File: src/hw/rtl/pcm_pkg.sv
// Package for the packed counting multiset: opcodes, status codes, controller states,
// field widths and the structs passed between the controller, the counter store and the top.
// No dependencies.
package pcm_pkg;

   localparam int ID_W     = 10;   // width of an ID and of the highest_id register
   localparam int TOTAL_W  = 18;   // width of the instance total and of a rank
   localparam int CNT_W    = 8;    // width of the count in a result word
   localparam int FUNC_W   = 3;
   localparam int REQ_W    = 32;   // id and rank packed, padded to whole bytes
   localparam int RSP_W    = 40;   // result fields packed, padded to whole bytes

   localparam logic [ID_W-1:0] HIGHEST_RESET = 10'd127;

   typedef enum logic [FUNC_W-1:0] {
      FN_INSERT    = 3'd0,
      FN_ERASE     = 3'd1,
      FN_ERASE_ALL = 3'd2,
      FN_QUERY     = 3'd3,
      FN_FIND_MAX  = 3'd4,
      FN_POP_MAX   = 3'd5,
      FN_SELECT    = 3'd6,
      FN_CLEAR     = 3'd7
   } func_type;

   typedef enum logic [1:0] {
      STAT_DONE  = 2'd0,
      STAT_NONE  = 2'd1,
      STAT_RANGE = 2'd2
   } stat_type;

   typedef enum logic [2:0] {
      S_CLR,
      S_IDLE,
      S_MOD,
      S_SCAN,
      S_HOLD
   } state_type;

   // Request from the controller to the counter store. Addresses and data are
   // carried at their largest widths; the store uses the low bits it needs.
   typedef struct packed {
      logic            wr_en;
      logic [ID_W-1:0] wr_addr;
      logic [CNT_W-1:0] wr_data;
      logic            rd_en;
      logic [ID_W-1:0] rd_addr;
   } mem_req_type;

   typedef struct packed {
      logic [TOTAL_W-1:0] total;
      logic [ID_W-1:0]    found_id;
      logic [CNT_W-1:0]   count_value;
      logic               present;
      stat_type           status;
   } result_type;

endpackage

File: src/hw/rtl/pcm_store.sv
// Counter store of the packed counting multiset: one synchronous memory with one write
// port and one registered read port. Depends on pcm_pkg.
module pcm_store import pcm_pkg::*; #(
   parameter int ENTRIES    = 128,
   parameter int COUNT_BITS = 1
) (
   input  logic                  clock,
   input  mem_req_type           mem,
   output logic [COUNT_BITS-1:0] rd_data
);

   localparam int IDX_W = (ENTRIES > 1) ? $clog2(ENTRIES) : 1;

   logic [COUNT_BITS-1:0] store_mem [ENTRIES];
   logic [COUNT_BITS-1:0] rd_data_ff;

   always_ff @(posedge clock) begin
      if (mem.wr_en) begin
         store_mem[mem.wr_addr[IDX_W-1:0]] <= mem.wr_data[COUNT_BITS-1:0];
      end
      if (mem.rd_en) begin
         rd_data_ff <= store_mem[mem.rd_addr[IDX_W-1:0]];
      end
   end

   assign rd_data = rd_data_ff;

endmodule

File: src/hw/rtl/pcm_ctrl.sv
// Sequencer of the packed counting multiset: clearing pass, point read-modify-write,
// downward and upward scans, and the instance total. Depends on pcm_pkg.
module pcm_ctrl import pcm_pkg::*; #(
   parameter int ENTRIES    = 128,
   parameter int COUNT_BITS = 1
) (
   input  logic                  clock,
   input  logic                  reset,
   input  logic                  req_valid,
   output logic                  req_ready,
   input  func_type              req_func,
   input  logic [ID_W-1:0]       req_id,
   input  logic [TOTAL_W-1:0]    req_rank,
   input  logic                  wipe,
   input  logic [((ENTRIES > 1) ? $clog2(ENTRIES) : 1)-1:0] top_id,
   input  logic                  out_free,
   output logic                  res_valid,
   output result_type            res,
   output mem_req_type           mem,
   input  logic [COUNT_BITS-1:0] rd_data
);

   localparam int IDX_W = (ENTRIES > 1) ? $clog2(ENTRIES) : 1;
   localparam logic [IDX_W-1:0] LAST_IDX = IDX_W'(ENTRIES - 1);
   localparam logic [COUNT_BITS-1:0] CNT_FULL = '1;

   state_type          state_ff, state_in;
   func_type           func_ff, func_in;
   logic [TOTAL_W-1:0] rank_ff, rank_in;
   logic [TOTAL_W-1:0] total_ff, total_in;
   logic [TOTAL_W-1:0] acc_ff, acc_in;
   logic [IDX_W-1:0]   cur_ff, cur_in;
   logic [IDX_W-1:0]   clr_ff, clr_in;
   logic               clr_res_ff, clr_res_in;
   result_type         hold_ff, hold_in;

   logic               res_make;
   result_type         res_d;
   logic [TOTAL_W:0]   acc_sum;
   logic [ID_W-1:0]    top_ext;

   assign top_ext = ID_W'(top_id);
   assign acc_sum = {1'b0, acc_ff} + (TOTAL_W + 1)'(rd_data);

   always_ff @(posedge clock) begin
      if (reset) begin
         state_ff   <= S_CLR;
         total_ff   <= '0;
         clr_ff     <= '0;
         clr_res_ff <= 1'b0;
      end else begin
         state_ff   <= state_in;
         total_ff   <= total_in;
         clr_ff     <= clr_in;
         clr_res_ff <= clr_res_in;
      end
   end

   always_ff @(posedge clock) begin
      func_ff <= func_in;
      rank_ff <= rank_in;
      acc_ff  <= acc_in;
      cur_ff  <= cur_in;
      hold_ff <= hold_in;
   end

   always_comb begin
      state_in   = state_ff;
      func_in    = func_ff;
      rank_in    = rank_ff;
      total_in   = total_ff;
      acc_in     = acc_ff;
      cur_in     = cur_ff;
      clr_in     = clr_ff;
      clr_res_in = clr_res_ff;
      hold_in    = hold_ff;
      req_ready  = 1'b0;
      mem        = '0;
      res_make   = 1'b0;
      res_d      = '0;

      unique case (state_ff)
         S_CLR: begin
            mem.wr_en   = 1'b1;
            mem.wr_addr = ID_W'(clr_ff);
            if (clr_ff == LAST_IDX) begin
               if (clr_res_ff) begin
                  res_make = 1'b1;
               end else begin
                  state_in = S_IDLE;
               end
            end else begin
               clr_in = clr_ff + 1'b1;
            end
         end

         S_IDLE: begin
            // A register write in this cycle takes priority over a new word.
            req_ready = !wipe;
            if (req_valid && !wipe) begin
               func_in = req_func;
               rank_in = req_rank;
               unique case (req_func) inside
                  FN_INSERT, FN_ERASE, FN_ERASE_ALL, FN_QUERY: begin
                     if (req_id > top_ext) begin
                        res_make     = 1'b1;
                        res_d.status = STAT_RANGE;
                     end else begin
                        mem.rd_en   = 1'b1;
                        mem.rd_addr = req_id;
                        cur_in      = req_id[IDX_W-1:0];
                        state_in    = S_MOD;
                     end
                  end
                  FN_FIND_MAX, FN_POP_MAX: begin
                     if (total_ff == '0) begin
                        res_make     = 1'b1;
                        res_d.status = STAT_RANGE;
                     end else begin
                        mem.rd_en   = 1'b1;
                        mem.rd_addr = top_ext;
                        cur_in      = top_id;
                        state_in    = S_SCAN;
                     end
                  end
                  FN_SELECT: begin
                     if (req_rank >= total_ff) begin
                        res_make     = 1'b1;
                        res_d.status = STAT_RANGE;
                     end else begin
                        mem.rd_en   = 1'b1;
                        mem.rd_addr = '0;
                        cur_in      = '0;
                        acc_in      = '0;
                        state_in    = S_SCAN;
                     end
                  end
                  default: begin
                     total_in   = '0;
                     clr_in     = '0;
                     clr_res_in = 1'b1;
                     state_in   = S_CLR;
                  end
               endcase
            end
         end

         S_MOD: begin
            // The read issued at acceptance has landed; modify and write back.
            res_make            = 1'b1;
            res_d.present       = (rd_data != '0);
            res_d.count_value   = CNT_W'(rd_data);
            mem.wr_addr         = ID_W'(cur_ff);
            case (func_ff)
               FN_INSERT: begin
                  if (rd_data == CNT_FULL) begin
                     res_d.status = STAT_NONE;
                  end else begin
                     mem.wr_en         = 1'b1;
                     mem.wr_data       = CNT_W'(rd_data + 1'b1);
                     res_d.count_value = CNT_W'(rd_data + 1'b1);
                     total_in          = total_ff + 1'b1;
                  end
               end
               FN_ERASE: begin
                  if (rd_data == '0) begin
                     res_d.status = STAT_NONE;
                  end else begin
                     mem.wr_en         = 1'b1;
                     mem.wr_data       = CNT_W'(rd_data - 1'b1);
                     res_d.count_value = CNT_W'(rd_data - 1'b1);
                     total_in          = total_ff - 1'b1;
                  end
               end
               FN_ERASE_ALL: begin
                  if (rd_data == '0) begin
                     res_d.status = STAT_NONE;
                  end else begin
                     mem.wr_en         = 1'b1;
                     mem.wr_data       = '0;
                     res_d.count_value = '0;
                     total_in          = total_ff - TOTAL_W'(rd_data);
                  end
               end
               default: begin
               end
            endcase
         end

         S_SCAN: begin
            // One entry per cycle: check the word that landed and read the next one.
            if (func_ff == FN_SELECT) begin
               if (rd_data != '0 && acc_sum > {1'b0, rank_ff}) begin
                  res_make          = 1'b1;
                  res_d.present     = 1'b1;
                  res_d.count_value = CNT_W'(rd_data);
                  res_d.found_id    = ID_W'(cur_ff);
               end else if (cur_ff == top_id) begin
                  res_make     = 1'b1;
                  res_d.status = STAT_RANGE;
               end else begin
                  acc_in      = acc_sum[TOTAL_W-1:0];
                  cur_in      = cur_ff + 1'b1;
                  mem.rd_en   = 1'b1;
                  mem.rd_addr = ID_W'(cur_ff + 1'b1);
               end
            end else begin
               if (rd_data != '0) begin
                  res_make          = 1'b1;
                  res_d.present     = 1'b1;
                  res_d.found_id    = ID_W'(cur_ff);
                  res_d.count_value = CNT_W'(rd_data);
                  if (func_ff == FN_POP_MAX) begin
                     mem.wr_en         = 1'b1;
                     mem.wr_addr       = ID_W'(cur_ff);
                     mem.wr_data       = CNT_W'(rd_data - 1'b1);
                     res_d.count_value = CNT_W'(rd_data - 1'b1);
                     total_in          = total_ff - 1'b1;
                  end
               end else if (cur_ff == '0) begin
                  res_make     = 1'b1;
                  res_d.status = STAT_RANGE;
               end else begin
                  cur_in      = cur_ff - 1'b1;
                  mem.rd_en   = 1'b1;
                  mem.rd_addr = ID_W'(cur_ff - 1'b1);
               end
            end
         end

         S_HOLD: begin
            if (out_free) begin
               state_in = S_IDLE;
            end
         end

         default: begin
            state_in = S_IDLE;
         end
      endcase

      res_d.total = total_in;

      if (res_make) begin
         hold_in  = res_d;
         state_in = out_free ? S_IDLE : S_HOLD;
      end

      // A register write wipes the store and the total.
      if (wipe) begin
         total_in   = '0;
         clr_in     = '0;
         clr_res_in = 1'b0;
         state_in   = S_CLR;
      end
   end

   assign res_valid = res_make || (state_ff == S_HOLD);
   assign res       = (state_ff == S_HOLD) ? hold_ff : res_d;

   a_mod_after_accept: assert property (@(posedge clock) disable iff (reset)
      (state_ff == S_MOD) |-> $past(req_valid && req_ready))
      else $error("write-back state entered without an accepted word");

   a_scan_in_range: assert property (@(posedge clock) disable iff (reset)
      (state_ff == S_SCAN) |-> (cur_ff <= top_id))
      else $error("scan pointer beyond the highest ID");

   a_write_in_store: assert property (@(posedge clock) disable iff (reset)
      mem.wr_en |-> (mem.wr_addr <= ID_W'(ENTRIES - 1)))
      else $error("store write beyond the last entry");

   a_hold_on_stall: assert property (@(posedge clock) disable iff (reset)
      $rose(state_ff == S_HOLD) |-> $past(!out_free))
      else $error("result parked although the output register was free");

endmodule

File: src/hw/rtl/packed_counting_multiset.sv
// Top level of the packed counting multiset: stream ports, highest_id register,
// output register, and the controller and counter store. Depends on pcm_pkg,
// pcm_store and pcm_ctrl.
//
//   channel  ports                               direction  word
//   req      req_tvalid/tready/tdata/tuser      in         one operation
//   rsp      rsp_tvalid/tready/tdata            out        one result per operation
//   csr      csr_valid/csr_ready/csr_wdata      in         highest_id write
//
// Insert, erase, erase all and query read the counter from the store in the cycle of
// acceptance; a change is written back in the next one. An ID out of
// range is answered in the cycle of acceptance.
// Find max and pop max walk down from the highest ID one store word per cycle, and
// select nth walks up from ID 0 the same way.
// Clear, reset and any highest_id write run a clearing pass over every entry of the
// store; no word is accepted meanwhile (register writes still are, and restart it).
// The result sits in an output register, so the next word is accepted while a result
// waits; a result that finds the register still full is parked in the controller.
module packed_counting_multiset import pcm_pkg::*; #(
   parameter int ENTRIES    = 128,
   parameter int COUNT_BITS = 1
) (
   input  logic             clock,
   input  logic             reset,
   input  logic             req_tvalid,
   output logic             req_tready,
   input  logic [REQ_W-1:0] req_tdata,   // id [9:0], rank [27:10], zero [31:28]
   input  logic [FUNC_W-1:0] req_tuser,  // func [2:0]
   output logic             rsp_tvalid,
   input  logic             rsp_tready,
   output logic [RSP_W-1:0] rsp_tdata,   // status [1:0], present [2], count_value [10:3],
                                         // found_id [20:11], total [38:21], zero [39]
   input  logic             csr_valid,
   output logic             csr_ready,
   input  logic [ID_W-1:0]  csr_wdata    // highest_id [9:0]
);

   localparam int IDX_W = (ENTRIES > 1) ? $clog2(ENTRIES) : 1;
   localparam logic [ID_W:0] ENTRIES_EXT = (ID_W + 1)'(ENTRIES);

   logic [ID_W-1:0] highest_ff, highest_in;
   logic [IDX_W-1:0] top_id;
   logic            wipe;

   logic            out_valid_ff, out_valid_in;
   result_type      out_data_ff, out_data_in;
   logic            out_free;

   logic            res_valid;
   result_type      res;
   mem_req_type     mem;
   logic [COUNT_BITS-1:0] rd_data;

   // The register is always writable; every write wipes the store.
   assign csr_ready  = 1'b1;
   assign wipe       = csr_valid;
   assign highest_in = csr_valid ? csr_wdata : highest_ff;

   always_ff @(posedge clock) begin
      if (reset) begin
         highest_ff <= HIGHEST_RESET;
      end else begin
         highest_ff <= highest_in;
      end
   end

   // A highest_id at or above the entry count means the last entry.
   assign top_id = ({1'b0, highest_ff} >= ENTRIES_EXT) ? IDX_W'(ENTRIES - 1)
                                                        : highest_ff[IDX_W-1:0];

   pcm_ctrl #(
      .ENTRIES    (ENTRIES),
      .COUNT_BITS (COUNT_BITS)
   ) u_ctrl (
      .clock     (clock),
      .reset     (reset),
      .req_valid (req_tvalid),
      .req_ready (req_tready),
      .req_func  (func_type'(req_tuser)),
      .req_id    (req_tdata[ID_W-1:0]),
      .req_rank  (req_tdata[ID_W+TOTAL_W-1:ID_W]),
      .wipe      (wipe),
      .top_id    (top_id),
      .out_free  (out_free),
      .res_valid (res_valid),
      .res       (res),
      .mem       (mem),
      .rd_data   (rd_data)
   );

   pcm_store #(
      .ENTRIES    (ENTRIES),
      .COUNT_BITS (COUNT_BITS)
   ) u_store (
      .clock   (clock),
      .mem     (mem),
      .rd_data (rd_data)
   );

   // Output register: loads when empty or when its word leaves in the same cycle.
   assign out_free = !out_valid_ff || rsp_tready;

   always_comb begin
      out_valid_in = out_valid_ff;
      out_data_in  = out_data_ff;
      if (res_valid && out_free) begin
         out_valid_in = 1'b1;
         out_data_in  = res;
      end else if (rsp_tready) begin
         out_valid_in = 1'b0;
      end
   end

   always_ff @(posedge clock) begin
      if (reset) begin
         out_valid_ff <= 1'b0;
      end else begin
         out_valid_ff <= out_valid_in;
      end
   end

   always_ff @(posedge clock) begin
      out_data_ff <= out_data_in;
   end

   assign rsp_tvalid = out_valid_ff;
   assign rsp_tdata  = {1'b0, out_data_ff};

endmodule

File: config.mk
export PLATFORM = sky130hd
export DESIGN_NAME = packed_counting_multiset
export DESIGN_NICKNAME = d
export VERILOG_FILES = /design/src/hw/rtl/pcm_pkg.sv /design/src/hw/rtl/pcm_store.sv /design/src/hw/rtl/pcm_ctrl.sv /design/src/hw/rtl/packed_counting_multiset.sv
export SDC_FILE = /design/constraint.sdc
export NUM_CORES = 1
export LEC_CHECK = 0
export ABC_AREA = 1
export BUFFER_PORTS_ARGS = -buffer_cell sky130_fd_sc_hd__buf_2
export CORE_ASPECT_RATIO = 1.25
export CORE_MARGIN = 5
export CORE_UTILIZATION = 30
export DETAILED_ROUTE_END_ITERATION = 8
export GPL_ROUTABILITY_DRIVEN = 0
export GPL_TIMING_DRIVEN = 0
export SLEW_MARGIN = 0
export SYNTH_ARGS = -nofsm -noshare
export SYNTH_HDL_FRONTEND = slang
export SYNTH_HIERARCHICAL = 1
export SYNTH_SLANG_ARGS = --single-unit
File: constraint.sdc
create_clock -name clock -period 5.1 [get_ports clock]
set_input_delay 0.765 -clock clock [delete_from_list [all_inputs] [get_ports clock]]
set_output_delay 0.765 -clock clock [all_outputs]
set_load 0.02 [all_outputs]
# Yosys cells after proc, flatten, opt, wreduce, memory -nomap -nowiden
# Memory sizes are Yosys's and may differ from the RTL's. A register that Yosys moved wholly into a read port is not among the register bits.
# Cells that the tools add are included.
# word_totals
reg_bits	164
latch_bits	0
ram_bits	128
mem_bits_ro	0
output_inout_bits	43
memories	1
# classes
n_addsub	11
mul	0
n_div	0
magnitude_cmp	4
eq_ne	40
n_shift	0
muxes	106
bitwise_logic	1
n_reduce_logical	27
# mem_list
name	depth	width	rd	rd_clocked_by_memory_dff	write_ports	line_no	rtl
u_store.store_mem	128	1	1	1	1	pcm_store.sv:14	logic [COUNT_BITS-1:0] store_mem [ENTRIES];
# ops
operator	n
$mux 18	14
$pmux 18 s3	2
$mux 11	9
$mux 7	13
$pmux 11 s3	2
$mux 19	3
$mux 39	1
$pmux 18 s2	1
$mux 16	2
$pmux 7 s2	2
$mux 3	9
$pmux 8 s3	1
$pmux 11 s2	1
$mux 1	21
$mux 21	1
$ne 3x3->1 const B	7
$pmux 7 s3	1
$add 18x1->19	1
$gt 19x18->1	1
$add 18x1->18 const B	1
$eq 3x3->1 const B	6
$ge 18x18->1	1
$logic_not 18->1	1
$mux 2	9
other kinds (45)	79

# Logic depth before layout (Yosys ltp)
# depth
depth_word	10
ltp_mapped	38

# Modules after synthesis
# Netlist, hierarchy kept.
# modules_own_cells
module	n_inst	cells_per_inst	area_each_um2	seq_area_each_um2
pcm_ctrl	1	1228	8902.3	2862.7
pcm_store	1	620	5936.9	3873.7
packed_counting_multiset	1	110	1680.4	1391.3

# Least setup slack after synthesis
# Ideal clock, no wire load.
# synth_path
path_type	flip-flop to flip-flop
startpoint	register u_store.rd_data_ff, in the netlist u_store/rd_data (read register of u_store.store_mem)
endpoint	register out_data_ff (netlist bit rsp_tdata[0]), enable pin
t_arrival_ns	4.645
path_slack_ns	0.006
path_stages_with_launch	24
synth_period_minus_slack_ns	5.094
cell_sequence	edfxtp_1 > ha_1 > ha_1 > nand3_2 > nor2_2 > nand2_1 > inv_1 > nand2_1 > nor3_1 > xor2_1 > inv_1 > ha_1 > nand3_1 > nor2_1 > a21oi_1 > nand2_1 > nand2_1 > nand2_2 > nand3_2 > nand2_2 > nand3_2 > nand4_1 > inv_1 > a21oi_1
# synth_via
elab_chain_cells	8
# synth_lines
element	line_no	rtl
start: declaration	pcm_store.sv:15	logic [COUNT_BITS-1:0] rd_data_ff;
$add 18x1->19	pcm_ctrl.sv:43	assign acc_sum = {1'b0, acc_ff} + (TOTAL_W + 1)'(rd_data);
named net u_ctrl.acc_sum[12]	pcm_ctrl.sv:39	logic [TOTAL_W:0] acc_sum;
$gt 19x18->1	pcm_ctrl.sv:193	if (rd_data != '0 && acc_sum > {1'b0, rank_ff}) begin
$logic_and 1x1->1	pcm_ctrl.sv:193	
$mux 1	pcm_ctrl.sv:193	
$mux 1	pcm_ctrl.sv:192	if (func_ff == FN_SELECT) begin
$pmux 1 s4	pcm_ctrl.sv:82	unique case (state_ff)
$logic_or 1x1->1	pcm_ctrl.sv:258	assign res_valid = res_make || (state_ff == S_HOLD);
named net res_valid	packed_counting_multiset.sv:49	logic res_valid;
$logic_and 1x1->1	packed_counting_multiset.sv:106	if (res_valid && out_free) begin
end signal: assignment	packed_counting_multiset.sv:123	out_data_ff <= out_data_in;
end: declaration	packed_counting_multiset.sv:46	result_type out_data_ff, out_data_in;
# The timed path passes the listed nets, and every way through them passes these cells.
# A chain may end at the register's enable or synchronous reset.

==> impl.org <==
** Global routing
- First-pass GRT wire length :: 74500 µm
- Tot GR Track Use :: 0.156
- The number of global-route vias before repair came to 13700.
- Number of antenna violations at the first check in global routing :: 1
- For this run the aggregate overflow at the end of global routing stands at 0.
- Maximum number of pins on one net before global-route repair :: 55

** Timing
- The worst path in the final design needs a cycle of 4.74 ns, including I/O delays and setup.
- Across the routed clock network, the largest skew measured is 0.0148 ns.
- Headroom to the max-slew limit came out at 0.431.
- Derived from the worst setup path, the maximum achievable clock frequency is 211 MHz.
- For the pin with the worst max-slew slack, the measured transition is 0.853 ns.
- TNS Setup :: 0 ns
- Setup violations remaining at the end of the flow were counted as 0.
- The number of max-slew violations in the final report was 0.
- The total count of hold-check failures in the final report came to 0.
- Unrepaired setup endpoints after global routing :: no
- Post-route clock period utilization :: 0.929

** Worst setup path
- Crit Path Max Fanout :: 10
- The worst setup path is launched from a flop.
- Required time of the critical path :: 5.39 ns
- Highest cell delay on the worst timing path :: 0.39 ns
- The startpoint identified for the worst register-to-register timing path is u_store/rd_data.
- Tracing the worst setup path back leads to its startpoint at u_store/rd_data.
- In this run the critical register-to-register path is captured at u_store/rd_data.
- The critical path is of the reg2reg type.
- Reg2reg path depth :: 30
- Worst reg2reg setup slack :: 0.36 ns
- For this design, the slowest cell found on the critical path is edfxtp_1.
- The most numerous cell type found on the critical path is nand2_1.
- Worst Setup End Kind :: flop
- At the worst endpoint, the arrival time is 5.03 ns.
- In this run the worst setup path terminates at u_store/rd_data.

** CTS
- Number of levels the H-tree was split into :: 1
- TritonCTS built the clock tree.
- The clock net in this run drives a total of 284 sinks.
- CTS Buffer Depth :: 3
- Clock slew at reported path FFs :: 0.07 ns
- Buffers inserted during clock tree synthesis total 28.
- At the later pin of the worst-skew pair, clock insertion delay measures 0.56 ns.
- Hold repair after CTS inserted 0 buffers.
- In this run the clock root is driven by a clkbuf_16.

** Final layout
- Area added between synthesis and finish :: 15.8%
- Layout cells sized above 1 :: 0.143
- Number of antenna repair diodes :: 0
- The final layout contains 2182 nets.
- Fin area :: 0.0190 mm²
- After the flow finishes, the layout carries non-filler instances totaling 2830.

** Route
- Summing over every cut layer, the via total after detailed routing is 14100.
- The routed design has 48300 µm of wire.
- Routed WL per cell :: 17.1 µm
- In the routed layout, each cell is associated on average with a via count of 4.97.
- Detail Route Antenna Nets :: 0
- Initial DRC Count :: 1257
- After detailed routing, the number of remaining DRC violations is 0.
- Number of iterations in the first detailed-routing pass :: 6

** Floorplan
- Height of the chip :: 272 µm
- Ports placed on the boundary :: 93
- Standard cell core area :: 0.0545 mm²
- Measured along the x axis, the die boundary spans 219 µm.
- Initial core utilization :: 0.301
- The die covers 0.0595 mm².
- The initialized floorplan defines 96 standard-cell rows.

** Logic synthesis
- Yosys warnings :: 6
- Synthesis produced 1943 cells.
- After synthesis, the mean cell area works out to 8.45 µm².
- The cell area that synthesis handed to floorplanning was 0.0164 mm².

** Min path
- Classification of the worst-slack hold path :: in2reg

** Placement
- In this run, placement finished with an instance count of 2774.
- In this run the cell area measured after placement is 0.0179 mm².
- Hpwl dp :: 35900 µm
- Input and output buffers added on the ports amount to 86.

** Run status
- Status :: finished, final reports clean

** Power and ir drop
- Leakage power :: 7.66 nW
- Pwr/cell area :: 304 mW/mm²
- Max rail drop VDD :: 0.245 mV

** Flow run
- Max-cap violations in this run came to 0.
## worst min-delay path by stage
stage	from	cells past startpoint	endpoint	slack (ns)
finish	req_tdata[10]	1	u_ctrl/rank_ff[0]	0.39
global route	req_tdata[10]	1	u_ctrl/rank_ff[0]	0.38
CTS	req_tdata[10]	1	u_ctrl/rank_ff[0]	0.37
detailed placement	highest_ff[2]	2	highest_ff[2]	0.44
global placement	highest_ff[0]	2	highest_ff[0]	0.44
floorplan	highest_ff[0]	2	highest_ff[0]	0.43
## flip-flops by register name (all words and copies together) (netlist names), 7 cells and up
name	cells
rsp_tdata	39
u_ctrl/clr_ff	7
u_ctrl/cur_ff	7
highest_ff	10
u_ctrl/hold_ff	30
u_store/store_mem	128
u_ctrl/rank_ff	18
u_ctrl/total_ff	18
u_ctrl/acc_ff	18
## power breakdown
group	internal [mW]	switching [mW]
logic	0.255	0.647
clock network	1.30	0.922
registers	2.62	0.0461
total	4.18	1.61
## cells in the final DEF, fill, tap and decap left out, types with 21 or more instances in the layout
cell type	n
nor2_1	249
o22ai_1	22
clkbuf_1	26
a21oi_1	59
inv_1	207
o21ai_1	21
dfxtp_1	40
nand3_1	173
nand4_1	21
xor2_1	33
nand2_1	460
nor3_1	33
buf_2	101
buf_4	33
clkbuf_16	29
ha_1	56
o21ai_0	57
inv_2	22
edfxtp_1	244
## layout make-up
cell class,count,area (µm²)
tap,735,920
multi-input combinational,1351,7070
inverter,234,887
buffer,76,473
sequential,284,8130
timing repair buffer,98,566
clock inverter,19,231
fill,5697,35500
clock buffer,33,741
## metrics by stage
stage	setup WS, ns	util	hold WS, ns	power, mW
floorplan	0.0197	-	0.429	3.29
global placement	-2.71	0.326	0.442	3.57
detailed placement	-0.731	0.328	0.445	3.60
CTS	0.00869	0.347	0.366	5.83
global route	0.0211	0.349	0.383	6.02
finish	0.364	0.349	0.391	5.79
## worst max-delay path, delay by kind of cell (launching register included)
family	cells	cell delay, ns
fa+ha+maj	2	0.48
xor+xnor	1	0.17
compound gates	2	0.27
buf+inv	5	0.85
simple gates	20	2.30
flops	1	0.39
## metal layers
metal | vias to the layer above | global-route usage | part of all wire
met1 | 6663 | 0.187 | 0.40
met5 | - | 0 | 0.00015
met2 | 570 | 0.290 | 0.52
li1 | 6723 | - | -
met3 | 93 | 0.0193 | 0.061
met4 | 2 | 0.0465 | 0.026
## timing repair
| item | in CTS | in global routing |
|---|---|---|
| gates cloned | 0 | 0 |
| endpoints found under the hold margin | 0 | 0 |
| gates resized for setup | 9 | 24 |
| buffers inserted | 1 | 4 |
| endpoints found under the setup margin | 9 | 2 |
| pin swaps | 1 | 3 |
Note: power is estimated with default switching activity, not from simulation.
